===== config.mk =====
export PLATFORM = sky130hd
export DESIGN_NAME = qos_mul
export DESIGN_NICKNAME = d
export VERILOG_FILES = /design/src/qtable_offset_selector_unit_macros.svh /design/src/qos_pkg.sv /design/src/qos_mul.sv
export SDC_FILE = /design/constraint.sdc
export NUM_CORES = 1
export LEC_CHECK = 0
export BUFFER_PORTS_ARGS = -buffer_cell sky130_fd_sc_hd__buf_2
export CORE_MARGIN = 8
export CORE_UTILIZATION = 35
export DETAILED_ROUTE_END_ITERATION = 7
export HOLD_SLACK_MARGIN = 0.15
export PLACE_DENSITY = 0.55
export SYNTH_ARGS = -nofsm -noshare
export SYNTH_HDL_FRONTEND = slang
export SYNTH_SLANG_ARGS = --single-unit

===== constraint.sdc =====
create_clock -name clk -period 7.6 [get_ports clk]
set_clock_uncertainty 0.1 [all_clocks]
set_input_delay 0.38 -clock clk [delete_from_list [all_inputs] [get_ports clk]]
set_output_delay 0.38 -clock clk [all_outputs]
set_load 0.005 [all_outputs]

===== src/qtable_offset_selector_unit_macros.svh =====
// Assertion macros for the Q-table offset selector.
// Used by the top level; expects signals named clk and rst_n in scope.
`ifndef QTABLE_OFFSET_SELECTOR_UNIT_MACROS_SVH
`define QTABLE_OFFSET_SELECTOR_UNIT_MACROS_SVH

`ifndef SYNTHESIS
// Same-cycle implication, checked outside reset.
`define QOS_ASSERT_IMP(lbl, ante, cons) \
  lbl: assert property (@(posedge clk) disable iff (!rst_n) (ante) |-> (cons)) \
    else $error("qos: same-cycle check failed");
// Next-cycle implication, checked outside reset.
`define QOS_ASSERT_NXT(lbl, ante, cons) \
  lbl: assert property (@(posedge clk) disable iff (!rst_n) (ante) |=> (cons)) \
    else $error("qos: next-cycle check failed");
`else
`define QOS_ASSERT_IMP(lbl, ante, cons)
`define QOS_ASSERT_NXT(lbl, ante, cons)
`endif

`endif


===== src/qos_pkg.sv =====
// Shared types and constants for the Q-table offset selector.
// No dependencies; imported by qos_mul and the top level.
`default_nettype none

package qos_pkg;

  localparam int NUM_STATES  = 256;
  localparam int NUM_OFFSETS = 64;
  localparam int TABLE_DEPTH = NUM_STATES * NUM_OFFSETS;
  localparam int ADDR_W      = $clog2(TABLE_DEPTH);
  localparam int OFS_W       = $clog2(NUM_OFFSETS);
  localparam int CNT_W       = OFS_W + 1;

  // Fixed field widths of the ports.
  localparam int IN_STATE_W = 8;
  localparam int IN_OFS_W   = 6;
  localparam int REWARD_W   = 16;
  localparam int OUT_OFS_W  = 6;
  localparam int CFG_W      = 32;
  localparam int CFG_IDX_W  = 2;

  // Datapath widths.
  localparam int Q_W       = 32;
  localparam int GAMMA_W   = 16;
  localparam int FRAC_W    = 16;
  localparam int DIFF_W    = 34;
  localparam int MUL_B_W   = DIFF_W;
  localparam int PROD_W    = GAMMA_W + 1 + MUL_B_W;
  localparam int MUL_RES_W = PROD_W - FRAC_W;
  localparam int NV_W      = MUL_RES_W;

  localparam logic [GAMMA_W-1:0] GAMMA_RST       = 16'd58982;
  localparam logic [Q_W-1:0]     EXPLORE_WIN_RST = 32'd0;
  localparam logic [Q_W-1:0]     INIT_VALUE_RST  = 32'd655360;

  typedef enum logic {
    OP_CHOOSE = 1'b0,
    OP_LEARN  = 1'b1
  } op_t;

  typedef enum logic [CFG_IDX_W-1:0] {
    CFG_GAMMA          = 2'd0,
    CFG_EXPLORE_WINDOW = 2'd1,
    CFG_INIT_VALUE     = 2'd2
  } cfg_idx_t;

  typedef enum logic [2:0] {
    ST_CLEAR,
    ST_IDLE,
    ST_SCAN,
    ST_LRD2,
    ST_LRD1,
    ST_LDIFF,
    ST_LMUL2,
    ST_LWR
  } fsm_t;

  typedef struct packed {
    logic                      load;
    logic [GAMMA_W-1:0]        gamma;
    logic signed [MUL_B_W-1:0] operand;
  } mul_req_t;

  localparam int RND_LUT_N = 2 ** IN_OFS_W;
  typedef logic [OUT_OFS_W-1:0] rnd_lut_t [RND_LUT_N];

  // Reduction of the random offset into the offset range, as a small table.
  function automatic rnd_lut_t mk_rnd_lut();
    rnd_lut_t lut;
    for (int i = 0; i < RND_LUT_N; i++) begin
      lut[i] = OUT_OFS_W'(i % NUM_OFFSETS);
    end
    return lut;
  endfunction

  localparam rnd_lut_t RND_OFS_LUT = mk_rnd_lut();

endpackage

`default_nettype wire


===== src/qos_mul.sv =====
// Shared gamma multiplier with Q16 rounding, used twice per learn request.
// Depends on qos_pkg.
`default_nettype none

module qos_mul (
  input  logic                                    clk,
  input  qos_pkg::mul_req_t                       req,
  output logic signed [qos_pkg::MUL_RES_W-1:0]    res
);
  import qos_pkg::*;

  localparam logic signed [PROD_W-1:0] ROUND_BIAS = PROD_W'(1) <<< (FRAC_W - 1);

  logic signed [PROD_W-1:0] prod_r;
  logic signed [PROD_W-1:0] prod_nxt;
  logic signed [PROD_W-1:0] biased;

  always_comb begin
    prod_nxt = prod_r;
    if (req.load) begin
      prod_nxt = $signed({1'b0, req.gamma}) * req.operand;
    end
  end

  always_ff @(posedge clk) begin
    prod_r <= prod_nxt;
  end

  // Halves round up: floor((p + 2^15) / 2^16).
  assign biased = prod_r + ROUND_BIAS;
  assign res    = MUL_RES_W'(biased >>> FRAC_W);

endmodule

`default_nettype wire


# [Yosys cells after proc, flatten, opt, wreduce, memory -nomap -nowiden]
# Index checks and enable logic that the tools add are counted.
[classes] add_sub_neg=1 n_mul=1
[ops] op="$add A51 B17 Y51 const B" n=1
[ops] op="$mul A17 B34 Y51" n=1
[word_totals] reg_bits=51 output_inout_bits=35 elab_cells=3

# [Longest topological paths before layout]
[depth] ltp_word=1 depth_mapped=24 depth_no_buf=23

# [Worst setup path after synthesis]
# OpenSTA, ideal clock, no wires.
[synth_timing] kind="in2reg" startpoint="in req[42] (netlist bit)" endpoint="reg prod_r[50], data pin" setup_ns=0.258 arrival_time_ns=6.335 setup_slack_ns=0.908 cell_stages=22 path_buffers=2 path_cell_list="clkbuf_1 -> clkbuf_1 -> nand2_1 -> fa_1 -> inv_1 -> fa_1 -> fa_1 -> fa_1 -> fa_1 -> inv_1 -> fa_1 -> inv_1 -> ha_1 -> and2_4 -> and3_4 -> a221oi_1 -> o22a_1 -> o21ai_1 -> o41a_1 -> a221o_1 -> a21o_1 -> xnor2_1"
[synth_via] elab_chain_len=1
[synth_rtl] element="start, declared" line_no="qos_mul.sv:7" rtl="input qos_pkg::mul_req_t req,"
[synth_rtl] element="$mul A17 B34 Y51" line_no="qos_mul.sv:21" rtl="prod_nxt = $signed({1'b0, req.gamma}) * req.operand;"
[synth_rtl] element="end signal, assigned" line_no="qos_mul.sv:26" rtl="prod_r <= prod_nxt;"
[synth_rtl] element="end, declared" line_no="qos_mul.sv:14" rtl="logic signed [PROD_W-1:0] prod_r;"
# No other way between the ends.
# A chain may end at the register's enable or synchronous reset.

# [Worst setup path in the final report]
[layout_timing] startpoint="in req[45] (netlist bit)" endpoint="reg prod_r[50], data pin"
# Same word-level chain as after synthesis.

==> results.cfg <==
[status]
outcome = finished, final reports clean

[detailed_routing]
ant_nets = 0
vias_per_cell = 4.82
drt-pass1-iter-count = 5
drc_errors = 0
vias = 14500
drt-initial-drc-count = 754
wl_per_cell_um = 17.9
wirelength_um = 53900

[yosys]
synth-main-ff-cell = edfxtp_1
avgSynthCellArea_um2 = 9.13
synth_top_area_cell = fa_1
syn-num-nets = 2885
synth_area_um2 = 20100
yosysWarnings = 0
synth_top_area_share = 0.514
syn_inst = 2198
synth_edf_count = 36
yosysUniqueCellTypes = 54
ys_seq_elements = 36
synth.area.top_cells = fa_1, inv_1, ha_1
synth-seq-area-share = 0.0539
synthArstFlopShare = 0

[setup_path]
critical_path_required_ps = 7550
arrival_ps = 7040
cp-start-kind = input pin
cp_max_fo = 25
endpoint_kind = register
path_class = input pin to register

[clocking]
clock-sinks = 36
ctsResizeCount = 0
cts_htree_levels = 2
cts_tree = yes
cts_setup_buffers = 0
clockBufferDepth = 2
path_clk_slew_ps = 60
cts-root-buf = clkbuf_16
cts_buffers = 5
holdBufCountCts = 0

[hold_path]
hp-class = input pin to register
hold_depth = 1

[cells_and_area]
fin_area_um2 = 21700
largest_reg_flops = 36
final_common_cell = inv_1
reg_top3 = prod_r (36)
layout-drive-gt1-share = 0.0672
layout_common_cells = inv_1, fa_1, nand2_1, and2_1, ha_1
syn_to_final_growth_pct = 8.00
post_layout_nonfiller_instances = 3005
largest-register = prod_r
nets = 2932

[timing]
worstMarginPinSlew_ps = 901
slew_viol_final = 0
slew_headroom = 0.400
fin_crit_ps = 7090
finalCritPeriodShare = 0.933
setup_viol = 0
fmax_mhz = 141
final_hold_viol_count = 0
rsz0062_at_grt = no
fin_tns_setup_ps = 0

[global_route]
gr-total-overflow = 0
grt.total_usage = 0.172
antenna_found_initial = 5
grt_pass1_wl_um = 89700
grt_pass1_vias = 16800
grt_start_max_net_pins = 37

[placement]
dp.cells = 2994
port_buffers = 86
placed_area_um2 = 21500
globalplace.congestion = 0.861
hpwl_um = 45200

[floorplan]
start_util = 0.355
rows = 87
ioPinCount = 87
die-area_um2 = 65200
die_h_um = 255
coreArea_um2 = 56500
die_x_um = 255

[job]
maxCapViolCount = 0
## area by class of cell
| type | count | area [um2] |
|---|---|---|
| Clock buffer | 5 | 125 |
| Inverter | 571 | 2140 |
| Multi-Input combinational cell | 1499 | 16500 |
| Sequential cell | 36 | 1080 |
| Antenna cell | 3 | 7.51 |
| Tap cell | 756 | 946 |
| Timing Repair Buffer | 132 | 851 |
| Fill cell | 5704 | 34800 |
| Clock inverter | 3 | 23.8 |
## synthesized netlist by cell type (4+ instances only)
cell type / count
inv_1: 571
fa_1: 515
nand2_1: 369
and2_1: 200
ha_1: 120
clkbuf_1: 90
xnor2_1: 56
a21oi_1: 36
edfxtp_1: 36
nand4_1: 23
nor2_1: 23
a21o_1: 20
xor2_1: 19
nand3_1: 18
o21ai_0: 12
and3_1: 11
nor2b_1: 6
nor3_1: 6
o21ai_1: 6
o21bai_1: 6
a31oi_1: 5
a221oi_1: 4
## worst max-delay path: stages
cell,delay (ps)
buf_2,460
nand2_1,160
fa_1,550
inv_1,50
fa_1,540
fa_1,440
fa_1,490
fa_1,490
inv_1,50
fa_1,470
inv_1,40
ha_1,380
a21oi_1,260
o21ai_0,150
a221oi_1,310
o22a_1,220
o21ai_1,130
buf_4,190
o41a_1,510
a221o_1,400
a21o_1,200
xnor2_1,120
## final timing paths
| path | startpoint | end | slack, ps |
|---|---|---|---|
| max | req[45] | prod_r[50] | 510 |
| min | req[50] | prod_r[43] | 650 |
## metal layers
| metal | up-vias | GRT usage | routed length, um |
|---|---|---|---|
| met1 | 7590 | 0.210 | 22500 |
| met4 | 2 | 0.0516 | 1820 |
| met3 | 88 | 0.0275 | 2450 |
| met5 | - | 0 | 13 |
| met2 | 348 | 0.308 | 27200 |
| li1 | 6468 | - | - |
## cell families after synthesis
group,share of synthesized area
and+or+nand+nor,0.159
muxes,0.000499
xor gates and xnor gates,0.0327
DFF,0.0539
AOI/OAI and AO/OA,0.0408
adders and majority gates,0.589
buffers and inverters,0.124
## per-stage QoR
stage                     hold slack, ps  worst slack (ps)   util
after floorplan                      392               908      -
after global placement               807               266  0.381
after detailed placement             797               193  0.381
after CTS                            670               500  0.383
after global routing                 714               154  0.383
final                                650               511  0.384
Power is left out: the tool's default activity adds up to more than one toggle a clock period on the data nets, which glitch-free logic cannot reach.
